File: config.mk
export PLATFORM = sky130hd
export DESIGN_NAME = catmull_rom_curve_sampler
export DESIGN_NICKNAME = d
export VERILOG_FILES = /design/src/rtl/crcs_pkg.sv /design/src/rtl/crcs_mac.sv /design/src/rtl/crcs_round.sv /design/src/rtl/catmull_rom_curve_sampler.sv
export SDC_FILE = /design/constraint.sdc
export NUM_CORES = 2
export LEC_CHECK = 0
export BUFFER_PORTS_ARGS = -buffer_cell sky130_fd_sc_hd__buf_2
export CORE_MARGIN = 10
export CORE_UTILIZATION = 35
export DETAILED_ROUTE_END_ITERATION = 6
export GPL_TIMING_DRIVEN = 0
export SLEW_MARGIN = 20
export SYNTH_ARGS = -nofsm -noshare
export SYNTH_HDL_FRONTEND = slang
export SYNTH_HIERARCHICAL = 1
export SYNTH_SLANG_ARGS = --single-unit
File: constraint.sdc
create_clock -name clk -period 11.7 [get_ports clk]
set_input_delay 1.755 -clock clk [delete_from_list [all_inputs] [get_ports clk]]
set_output_delay 1.755 -clock clk [all_outputs]
set_load 0.01 [all_outputs]
File: src/rtl/crcs_pkg.sv
// Shared types, widths and coefficient helper for the Catmull-Rom curve sampler.
// Used by crcs_mac, crcs_round and catmull_rom_curve_sampler; no dependencies.
`default_nettype none
package crcs_pkg;

  localparam int COORD_WIDTH    = 16;
  localparam int MAX_STEP_SHIFT = 6;
  localparam int OUT_W          = COORD_WIDTH + 1;
  // Coefficient b reaches about 12 times a coordinate, c about 8 times.
  localparam int CW             = COORD_WIDTH + 4;
  // Numerator of one sample: coefficient sum times 2*N^3.
  localparam int ACC_W          = COORD_WIDTH + 3 * MAX_STEP_SHIFT + 6;
  localparam int J_W            = MAX_STEP_SHIFT + 1;
  localparam int S_W            = 3;
  localparam int SH_W           = $clog2(3 * MAX_STEP_SHIFT + 2);
  localparam int IN_TDATA_W     = ((2 * COORD_WIDTH + 7) / 8) * 8;
  localparam int OUT_TDATA_W    = ((2 * OUT_W + 7) / 8) * 8;
  localparam logic [S_W-1:0] STEP_SHIFT_RST = S_W'(MAX_STEP_SHIFT);

  typedef enum logic [1:0] {
    ST_IDLE = 2'b01,
    ST_RUN  = 2'b10
  } state_t;

  typedef struct packed {
    logic signed [CW-1:0]          a;
    logic signed [CW-1:0]          b;
    logic signed [CW-1:0]          c;
    logic signed [COORD_WIDTH-1:0] p1;
  } coef_t;

  typedef struct packed {
    logic en;
    logic load;
  } mac_ctl_t;

  function automatic coef_t coef_calc(
    input logic signed [COORD_WIDTH-1:0] p0,
    input logic signed [COORD_WIDTH-1:0] p1,
    input logic signed [COORD_WIDTH-1:0] p2,
    input logic signed [COORD_WIDTH-1:0] p3
  );
    logic signed [CW-1:0] e0;
    logic signed [CW-1:0] e1;
    logic signed [CW-1:0] e2;
    logic signed [CW-1:0] e3;
    coef_t r;
    e0 = CW'(p0);
    e1 = CW'(p1);
    e2 = CW'(p2);
    e3 = CW'(p3);
    r.a  = e2 - e0;
    r.b  = (e0 <<< 1) - ((e1 <<< 2) + e1) + (e2 <<< 2) - e3;
    r.c  = e3 - e0 + ((e1 <<< 1) + e1) - ((e2 <<< 1) + e2);
    r.p1 = p1;
    return r;
  endfunction

endpackage
`default_nettype wire

File: src/rtl/crcs_mac.sv
// Shared multiply-add unit: acc <= base * j + addend, base being c or acc.
// Depends on crcs_pkg.
`default_nettype none
module crcs_mac (
  input  wire logic                                clk,
  input  wire crcs_pkg::mac_ctl_t                  ctl,
  input  wire logic signed [crcs_pkg::CW-1:0]      c_in,
  input  wire logic        [crcs_pkg::J_W-1:0]     mul_j,
  input  wire logic signed [crcs_pkg::ACC_W-1:0]   addend,
  output logic signed      [crcs_pkg::ACC_W-1:0]   acc
);

  logic signed [crcs_pkg::ACC_W-1:0]              base;
  logic signed [crcs_pkg::ACC_W+crcs_pkg::J_W:0]  prod;
  logic signed [crcs_pkg::ACC_W-1:0]              acc_next;

  always_comb begin
    base     = ctl.load ? crcs_pkg::ACC_W'(c_in) : acc;
    prod     = base * $signed({1'b0, mul_j});
    acc_next = $signed(prod[crcs_pkg::ACC_W-1:0]) + addend;
  end

  always_ff @(posedge clk) begin
    if (ctl.en) begin
      acc <= acc_next;
    end
  end

endmodule
`default_nettype wire

File: src/rtl/crcs_round.sv
// Divide the sample numerator by 2*N^3 toward zero and saturate to output width.
// Depends on crcs_pkg.
`default_nettype none
module crcs_round (
  input  wire logic signed [crcs_pkg::ACC_W-1:0] num,
  input  wire logic        [crcs_pkg::SH_W-1:0]  sh,
  output logic signed      [crcs_pkg::OUT_W-1:0] val
);

  localparam logic [crcs_pkg::ACC_W-1:0] HI = crcs_pkg::ACC_W'((1 << (crcs_pkg::OUT_W - 1)) - 1);

  logic                          neg;
  logic [crcs_pkg::ACC_W-1:0]    mag;
  logic [crcs_pkg::ACC_W-1:0]    shd;
  logic                          over;
  logic [crcs_pkg::OUT_W-1:0]    q;

  always_comb begin
    neg  = num[crcs_pkg::ACC_W-1];
    mag  = neg ? (crcs_pkg::ACC_W'(0) - num) : num;
    shd  = mag >> sh;
    over = neg ? (shd > HI + crcs_pkg::ACC_W'(1)) : (shd > HI);
    if (over) begin
      q = neg ? crcs_pkg::OUT_W'(HI + crcs_pkg::ACC_W'(1)) : crcs_pkg::OUT_W'(HI);
    end else begin
      q = shd[crcs_pkg::OUT_W-1:0];
    end
    val = neg ? $signed(crcs_pkg::OUT_W'(0) - q) : $signed(q);
  end

endmodule
`default_nettype wire

File: src/rtl/catmull_rom_curve_sampler.sv
// Uniform Catmull-Rom curve sampler: keeps three points, samples one segment per new point.
// Points that only fill the window are taken while idle. A segment point is sampled x then
// y, three multiply-adds and a round each, on one shared unit; no new point is taken
// until its last sample is handed over, and a full output register stalls the sampler.
// Reset empties the point window, sets step_shift to 6 and drops any pending output.
// Depends on crcs_pkg, crcs_mac, crcs_round.
`default_nettype none
module catmull_rom_curve_sampler (
  input  wire logic                               clk,
  input  wire logic                               rst,
  input  wire logic                               cfg_valid,
  output logic                                    cfg_ready,
  input  wire logic [crcs_pkg::S_W-1:0]           cfg_data,
  input  wire logic                               s_tvalid,
  output logic                                    s_tready,
  input  wire logic [crcs_pkg::IN_TDATA_W-1:0]    s_tdata,  // point_x, point_y
  input  wire logic                               s_tuser,  // restart
  output logic                                    m_tvalid,
  input  wire logic                               m_tready,
  output logic [crcs_pkg::OUT_TDATA_W-1:0]        m_tdata,  // sample_x, sample_y, zero pad
  output logic                                    m_tlast   // last_sample
);

  localparam int CWD = crcs_pkg::COORD_WIDTH;

  crcs_pkg::state_t                    state;
  logic [crcs_pkg::S_W-1:0]            step_shift;
  logic signed [CWD-1:0]               held_x [3];
  logic signed [CWD-1:0]               held_y [3];
  logic [1:0]                          points_held;
  crcs_pkg::coef_t                     coef_x;
  crcs_pkg::coef_t                     coef_y;
  logic [crcs_pkg::S_W-1:0]            sh1;
  logic [crcs_pkg::SH_W-1:0]           sh2;
  logic [crcs_pkg::SH_W-1:0]           sh3;
  logic [crcs_pkg::J_W-1:0]            j;
  logic [crcs_pkg::J_W-1:0]            j_mask;
  logic [2:0]                          step;
  logic signed [crcs_pkg::OUT_W-1:0]   samp_x;
  logic signed [crcs_pkg::OUT_W-1:0]   out_x;
  logic signed [crcs_pkg::OUT_W-1:0]   out_y;

  logic                                s_fire;
  logic signed [CWD-1:0]               px;
  logic signed [CWD-1:0]               py;
  logic [crcs_pkg::S_W-1:0]            s_eff;
  logic [crcs_pkg::SH_W-1:0]           s_ext;
  crcs_pkg::coef_t                     cur;
  logic signed [crcs_pkg::ACC_W-1:0]   addend;
  crcs_pkg::mac_ctl_t                  mac_ctl;
  logic signed [crcs_pkg::ACC_W-1:0]   acc;
  logic signed [crcs_pkg::OUT_W-1:0]   rnd;
  logic                                out_free;
  logic                                run;
  logic [1:0]                          phase;

  assign cfg_ready = 1'b1;
  assign s_tready  = (state == crcs_pkg::ST_IDLE);
  assign s_fire    = s_tvalid && s_tready;
  assign px        = $signed(s_tdata[CWD-1:0]);
  assign py        = $signed(s_tdata[2*CWD-1:CWD]);
  assign s_eff     = (step_shift > crcs_pkg::S_W'(crcs_pkg::MAX_STEP_SHIFT)) ?
                     crcs_pkg::S_W'(crcs_pkg::MAX_STEP_SHIFT) : step_shift;
  assign s_ext     = crcs_pkg::SH_W'(s_eff);
  assign run       = (state == crcs_pkg::ST_RUN);
  assign phase     = step[1:0];
  assign out_free  = !m_tvalid || m_tready;
  assign cur       = step[2] ? coef_y : coef_x;

  always_comb begin
    case (phase)
      2'd0:    addend = crcs_pkg::ACC_W'(cur.b) <<< sh1;
      2'd1:    addend = crcs_pkg::ACC_W'(cur.a) <<< sh2;
      default: addend = crcs_pkg::ACC_W'(cur.p1) <<< sh3;
    endcase
    mac_ctl.en   = run && (phase != 2'd3);
    mac_ctl.load = (phase == 2'd0);
  end

  crcs_mac u_mac (
    .clk    (clk),
    .ctl    (mac_ctl),
    .c_in   (cur.c),
    .mul_j  (j),
    .addend (addend),
    .acc    (acc)
  );

  crcs_round u_round (
    .num (acc),
    .sh  (sh3),
    .val (rnd)
  );

  // Configuration register
  always_ff @(posedge clk) begin
    if (rst) begin
      step_shift <= crcs_pkg::STEP_SHIFT_RST;
    end else if (cfg_valid && cfg_ready) begin
      step_shift <= cfg_data;
    end
  end

  // Point window and sequencer
  always_ff @(posedge clk) begin
    if (rst) begin
      state       <= crcs_pkg::ST_IDLE;
      points_held <= 2'd0;
      held_x      <= '{default: '0};
      held_y      <= '{default: '0};
      step        <= 3'd0;
      j           <= '0;
    end else begin
      unique case (state)
        crcs_pkg::ST_IDLE: begin
          if (s_fire) begin
            if (s_tuser) begin
              held_x[0]   <= px;
              held_y[0]   <= py;
              points_held <= 2'd1;
            end else if (points_held != 2'd3) begin
              case (points_held)
                2'd0: begin
                  held_x[0] <= px;
                  held_y[0] <= py;
                end
                2'd1: begin
                  held_x[1] <= px;
                  held_y[1] <= py;
                end
                default: begin
                  held_x[2] <= px;
                  held_y[2] <= py;
                end
              endcase
              points_held <= points_held + 2'd1;
            end else begin
              held_x[0] <= held_x[1];
              held_x[1] <= held_x[2];
              held_x[2] <= px;
              held_y[0] <= held_y[1];
              held_y[1] <= held_y[2];
              held_y[2] <= py;
              step      <= 3'd0;
              j         <= '0;
              state     <= crcs_pkg::ST_RUN;
            end
          end
        end
        crcs_pkg::ST_RUN: begin
          if (phase != 2'd3 || !step[2]) begin
            step <= step + 3'd1;
          end else if (out_free) begin
            // y rounded and x held: hand the sample over
            step <= 3'd0;
            if (j == j_mask) begin
              state <= crcs_pkg::ST_IDLE;
            end else begin
              j <= j + crcs_pkg::J_W'(1);
            end
          end
        end
        default: state <= crcs_pkg::ST_IDLE;
      endcase
    end
  end

  // Segment setup, latched with every accepted point and used by the point that opens a segment
  always_ff @(posedge clk) begin
    if (s_fire) begin
      coef_x <= crcs_pkg::coef_calc(held_x[0], held_x[1], held_x[2], px);
      coef_y <= crcs_pkg::coef_calc(held_y[0], held_y[1], held_y[2], py);
      sh1    <= s_eff;
      sh2    <= s_ext << 1;
      sh3    <= (s_ext << 1) + s_ext + crcs_pkg::SH_W'(1);
      j_mask <= ~({crcs_pkg::J_W{1'b1}} << s_eff);
    end
  end

  always_ff @(posedge clk) begin
    if (run && phase == 2'd3 && !step[2]) begin
      samp_x <= rnd;
    end
  end

  // Output register
  always_ff @(posedge clk) begin
    if (rst) begin
      m_tvalid <= 1'b0;
    end else if (run && phase == 2'd3 && step[2] && out_free) begin
      m_tvalid <= 1'b1;
    end else if (m_tready) begin
      m_tvalid <= 1'b0;
    end
  end

  always_ff @(posedge clk) begin
    if (run && phase == 2'd3 && step[2] && out_free) begin
      out_x   <= samp_x;
      out_y   <= rnd;
      m_tlast <= (j == j_mask);
    end
  end

  assign m_tdata = crcs_pkg::OUT_TDATA_W'({out_y, out_x});

endmodule
`default_nettype wire
* Yosys cells after proc, flatten, opt, wreduce, memory -nomap -nowiden
Index checks and enable logic that the tools add are counted.
Storage, ports and cells: register bits 373, bits in latches 0, bits in writable memories 0, bits in read-only memories 0, bits of input ports 41, output and inout bits 44, logic and storage cells 152, memories 0
Operators by class: $add $sub $neg 28, multiply operators 1, divide/modulo/power cells 0, order comparisons 3, equality and inequality tests 19, shift operators 5, muxes and demuxes 43, bitwise operators 2, reduce and logical (&&, ||, !) cells 23
Operators by type and width (count):
- 2-to-1 mux 16 bit | 8
- 2-to-1 mux 48 bit | 2
- 2-to-1 mux 40 bit | 2
- case mux 40 bit (2 select lines) | 1
- 2-to-1 mux 76 bit | 1
- adder 17 x 16 -> 18 bit | 4
- subtractor 16 x 16 -> 17 bit | 4
- 2-to-1 mux 17 bit | 3
- 2-to-1 mux 7 bit | 6
- adder 20 x 18 -> 20 bit | 2
- adder 40 bit | 1
- > comparator 40 x 16 -> 1 bit (second input constant) | 1
- > comparator 40 x 17 -> 1 bit (second input constant) | 1
- multiplier 40 x 8 -> 40 bit | 1
- >> shifter 40 x 5 -> 40 bit | 1
- <<< shifter 16 x 5 -> 40 bit | 1
- <<< shifter 20 x 3 -> 40 bit | 1
- <<< shifter 20 x 4 -> 40 bit | 1
- subtractor 1 x 40 -> 40 bit (first input constant) | 1
- subtractor 17 x 19 -> 20 bit | 2
- subtractor 19 x 18 -> 20 bit | 2
- subtractor 20 x 16 -> 20 bit | 2
- adder 17 x 18 -> 19 bit | 2
- adder 18 x 16 -> 19 bit | 2
- other kinds (33) | 72

* Longest topological paths before layout
depth after elaboration 8, gate-level depth with buffers 29, gate-level depth less buffers 25

* By module
The synthesis kept the hierarchy.
By module, submodules not included:
- catmull_rom_curve_sampler | instances 1, cells an instance 2725, area each 27699.1 µm², sequential area each 8648.3 µm²
- crcs_mac | instances 1, cells an instance 1203, area each 11168.2 µm², sequential area each 1201.2 µm²
- crcs_round | instances 1, cells an instance 1053, area each 6754.0 µm², sequential area each 0.0 µm²

* Worst setup path before layout
Ideal clock, no wire load.
path kind register -> register, start register step[2], end register u_mac/acc[38] (netlist name), data pin, setup time 0.258 ns, arrival time 6.337 ns, data required time 11.442 ns, setup slack 5.105 ns, stages on the path, launching flop included 29, path buffers 8, cells stage by stage dfxtp_1 buf_6 buf_12 buf_12 buf_2 buf_2 buf_2 mux2_2 and2_1 clkbuf_1 a21oi_1 nand2b_1 fa_1 inv_1 fa_1 fa_1 inv_1 fa_1 inv_1 ha_1 buf_2 a211oi_1 o21ai_1 a41o_1 and3_1 nor3_4 o22ai_2 o221a_1 xor2_1
RTL lines:
- start: declaration | RTL line catmull_rom_curve_sampler.sv:38 | logic [2:0] step;
- start signal: assignment | RTL line catmull_rom_curve_sampler.sv:152 | step <= step + 3'd1;
- end signal: assignment | RTL line crcs_mac.sv:25 | acc <= acc_next;
- end: declaration | RTL line crcs_mac.sv:10 | output logic signed [crcs_pkg::ACC_W-1:0] acc

* Worst setup path after layout
start register u_mac/acc[39] (netlist name), end register out_y[14] (netlist name), data pin
Between the ends: word-level cells in the longest chain between the ends 8, elaborated cells on any way between the ends 10, those cells by class add/sub (2); order compare (2); shift (1); mux (5)
Ends and longest elaborated chain:
- subtractor 1 x 40 -> 40 bit | RTL line crcs_round.sv:20 | mag = neg ? (crcs_pkg::ACC_W'(0) - num) : num;
- 2-to-1 mux 40 bit | RTL line crcs_round.sv:20
- >> shifter 40 x 5 -> 40 bit | RTL line crcs_round.sv:21 | shd = mag >> sh;
- > comparator 40 x 16 -> 1 bit or > comparator 40 x 17 -> 1 bit (tied branches) | RTL line crcs_round.sv:22 | over = neg ? (shd > HI + crcs_pkg::ACC_W'(1)) : (shd > HI);
- 2-to-1 mux 1 bit | RTL line crcs_round.sv:22
- 2-to-1 mux 17 bit | RTL line crcs_round.sv:23 | if (over) begin
- subtractor 1 x 17 -> 17 bit | RTL line crcs_round.sv:28 | val = neg ? $signed(crcs_pkg::OUT_W'(0) - q) : $signed(q);
- 2-to-1 mux 17 bit (*) | RTL line crcs_round.sv:28
- named net rnd, one bit | RTL line catmull_rom_curve_sampler.sv:52 | logic signed [crcs_pkg::OUT_W-1:0] rnd;
- end signal: assignment | RTL line catmull_rom_curve_sampler.sv:200 | out_y <= rnd;
- end: declaration | RTL line catmull_rom_curve_sampler.sv:41 | logic signed [crcs_pkg::OUT_W-1:0] out_y;
The timed path passes the listed nets; every way through them passes the cells marked *. A chain may end at the register's enable or synchronous reset.

==> qor.yml <==
sta:
  fin_tns_setup_ns: 0
  slew_violations: 0
  min_period_over_period: 0.7571
  holdWs_ns: 0.4169
  setup_viol: 0
  worst_pin_slew_ns: 1.206
  fin_crit_ns: 8.858
  final.setup.worst_slack_ns: 2.842
  slew_headroom: 0.1963
  hold_viol: 0
  rsz0062_at_grt: "false"
  fin_skew_ns: 0.06837
  clock.fmax_mhz: 112.9
yosys:
  synthTopCellsByArea: "fa_1, edfxtp_1, ha_1"
  yosysWarningCount: 6
  synth_edf_count: 252
  synth-simple-area-share: 0.1500
  ys_seq_area_frac: 0.2159
  synth_xor_area_frac: 0.03379
  avgSynthCellArea_um2: 9.159
  synth_compound_area_frac: 0.1537
  synth_top_family_by_area: "adder cells"
  yosysTopAreaCell: "fa_1"
  yosys.area_share.adder: 0.2597
  ys_seq_elements: 366
  ys_types: 115
  syn_area_mm2: 0.04562
  synth.mux.area_fraction: 0.09371
  synth_top_area_share: 0.1922
  synthCells: 4981
  synth_flop_cell: "edfxtp_1"
  async_reset_ff_frac: 0
global_route:
  grt_overflow: 0
  groute.usage.overall: 0.2228
  grt_pass1_vias: 38502
  grt_pass1_wl_mm: 248.9
  grt_antenna_before_repair: 8
  grt_max_degree: 106
critical_path:
  crit_arrival_ns: 9.22
  startpoint_type: "flop"
  worst-endpoint-required_ns: 12.06
  path_cells: "clkbuf_1, clkbuf_1, buf_1, buf_1, clkbuf_1, o31ai_1, xnor2_1, mux2i_1, a31oi_1, o211ai_1, nand3b_1, a222oi_1, a31oi_1, o21ai_0, o21ai_0, ha_1, nor2_1, nand2_1, a211oi_1, a211oi_1"
  crit_type: "reg2reg"
  cpMostUsedCell: "clkbuf_1"
  worst_path_max_delay_cell: "clkbuf_1"
  critPathCaptureType: "flop"
  crit_path_max_incr_delay_ns: 0.85
  path_max_fanout: 10
routing:
  dr.pass1.iters: 6
  drt_iter0_drc: 3365
  avgViaCountPerCell: 5.547
  postRouteAntennaNets: 0
  drcViolationCount: 0
  wl_per_cell_um: 24.20
  wirelength_mm: 167.0
  num_vias: 38263
placement:
  io_buffers: 76
  pre_cts_ws_ns: 3.082
  place_inst: 6809
  gp_congestion: 0.9961
  dp_hpwl_mm: 137.3
die:
  initial_core_util: 0.3523
  io_pins: 85
  fp.dieW_um: 381.0
  die_h_um: 381.0
  core.rowCount: 132
  die-area_mm2: 0.1452
  coreArea_mm2: 0.1295
layout:
  drive_gt1_frac: 0.08500
  final_cell_mix: "inv_1, fa_1, nor2_1, nand2_1"
  fin_nets: 5841
  areaGrowthSynthToFinish_pct: 9.599
  fin_cells: 6898
  final_common_cell: "inv_1"
clock_tree:
  worstSkewPairLatency_ns: 0.66
  post_cts_buffers: 0
  clkTransAtPathRegs_ns: 0.07
  htreeDepth: 2
  root_buffer: "clkbuf_16"
  cts_max_path_buffers: 3
  cts_tree: "built"
  cts_buffers: 47
  holdBufCountCts: 0
  cts_sinks: 366
  cts-resized-gates: 0
power:
  power_density_mw_per_mm2: 234.3
  max-vdd-ir-drop_mv: 0.1501
  p_leak_nw: 20.77
run_status:
  outcome: "complete, no violations"
worst_hold_path:
  hp-class: "reg2reg"
job:
  drv_cap: 0
cells by family (layout without fill, tap and decap cells):
logic type | count (synthesis) | in the layout
fa+ha+maj | 684 | 684
other cells | 2 | 10
compound gates | 1024 | 1024
mux | 315 | 315
buf+inv | 1081 | 1248
xor+xnor | 176 | 176
simple gates | 1333 | 1333
flops | 366 | 366
cell usage after synthesis, drive strengths merged, types with 34 or more instances:
| cell type | count |
|---|---|
| inv | 807 |
| fa | 438 |
| nor2 | 313 |
| nand2 | 300 |
| a21oi | 257 |
| edfxtp | 252 |
| ha | 246 |
| nor2b | 192 |
| clkbuf | 188 |
| o21ai | 170 |
| mux2i | 169 |
| xnor2 | 128 |
| a211oi | 121 |
| dfxtp | 114 |
| nand2b | 103 |
| buf | 84 |
| nor3 | 84 |
| mux4 | 78 |
| mux2 | 68 |
| nand3 | 65 |
| o211ai | 61 |
| a21o | 57 |
| nor4 | 48 |
| xor2 | 48 |
| and2 | 46 |
| a31oi | 43 |
| o21a | 38 |
| nand4 | 34 |
layout make-up:
type,count,area [um^2]
fillers,13171,79480
multi-input cells,3539,31600
flip-flops and latches,366,9849
inverters,809,3044
well taps,1742,2180
clock buffers,56,1241
plain buffers,272,1211
repair buffers,81,503.0
clock inverters,30,369.1
diodes,3,7.507
sequential cells by signal, summed over array words and instances (netlist names), 17 cells and up:
| name | count |
|---|---|
| held_x | 48 |
| u_mac/acc | 40 |
| out_x | 17 |
| samp_x | 17 |
| out_y | 17 |
| held_y | 48 |
| coef_x | 73 |
| coef_y | 73 |
routing by layer:
metal / global-route usage / part of all wire
met1: 0.2836 / 0.42
met2: 0.3740 / 0.47
met3: 0.03127 / 0.064
met4: 0.09908 / 0.049
met5: 0 / 0.00012
power breakdown:
| group | total [mW] | leakage (nW) | switching, mW | internal [mW] |
|---|---|---|---|---|
| clock network | 1.55 | 0.792 | 0.651 | 0.901 |
| logic | 7.65 | 16.7 | 4.77 | 2.88 |
| registers | 2.51 | 3.26 | 0.428 | 2.08 |
final timing paths:
| kind | startpoint | endpoint | slack, ns | cells after the start |
|---|---|---|---|---|
| max | u_mac/acc[39]$_DFFE_PP_ | out_y[14]$_DFFE_PP_ | 2.84 | 20 |
| min | samp_x[12]$_DFFE_PP_ | out_x[12]$_DFFE_PP_ | 0.42 | 0 |
| min reg2reg | samp_x[12]$_DFFE_PP_ | out_x[12]$_DFFE_PP_ | 0.42 | 0 |
| max reg2reg | u_mac/acc[39]$_DFFE_PP_ | out_y[14]$_DFFE_PP_ | 2.84 | 20 |
critical path, delay by kind of cell, from the launching register on:
family,cells,cell delay [ns]
compound gates,9,2.82
xor+xnor,1,0.36
fa+ha+maj,1,0.29
buf+inv,5,3.57
flops,1,0.61
mux,1,0.13
simple gates,3,0.77
metrics by stage:
| step | util | instance area (um^2) | total power [mW] |
|---|---|---|---|
| 2_1_floorplan | - | 45640 | 7.568 |
| 3_3_place_gp | 0.3722 | 48200 | 9.998 |
| 3_5_place_dp | 0.3736 | 48370 | 10.04 |
| 4_1_cts | 0.3860 | 49980 | 11.64 |
| 5_1_grt | 0.3861 | 49990 | 12.55 |
| 6_report | 0.3862 | 50000 | 11.71 |
(Power assumes the default switching activity.)
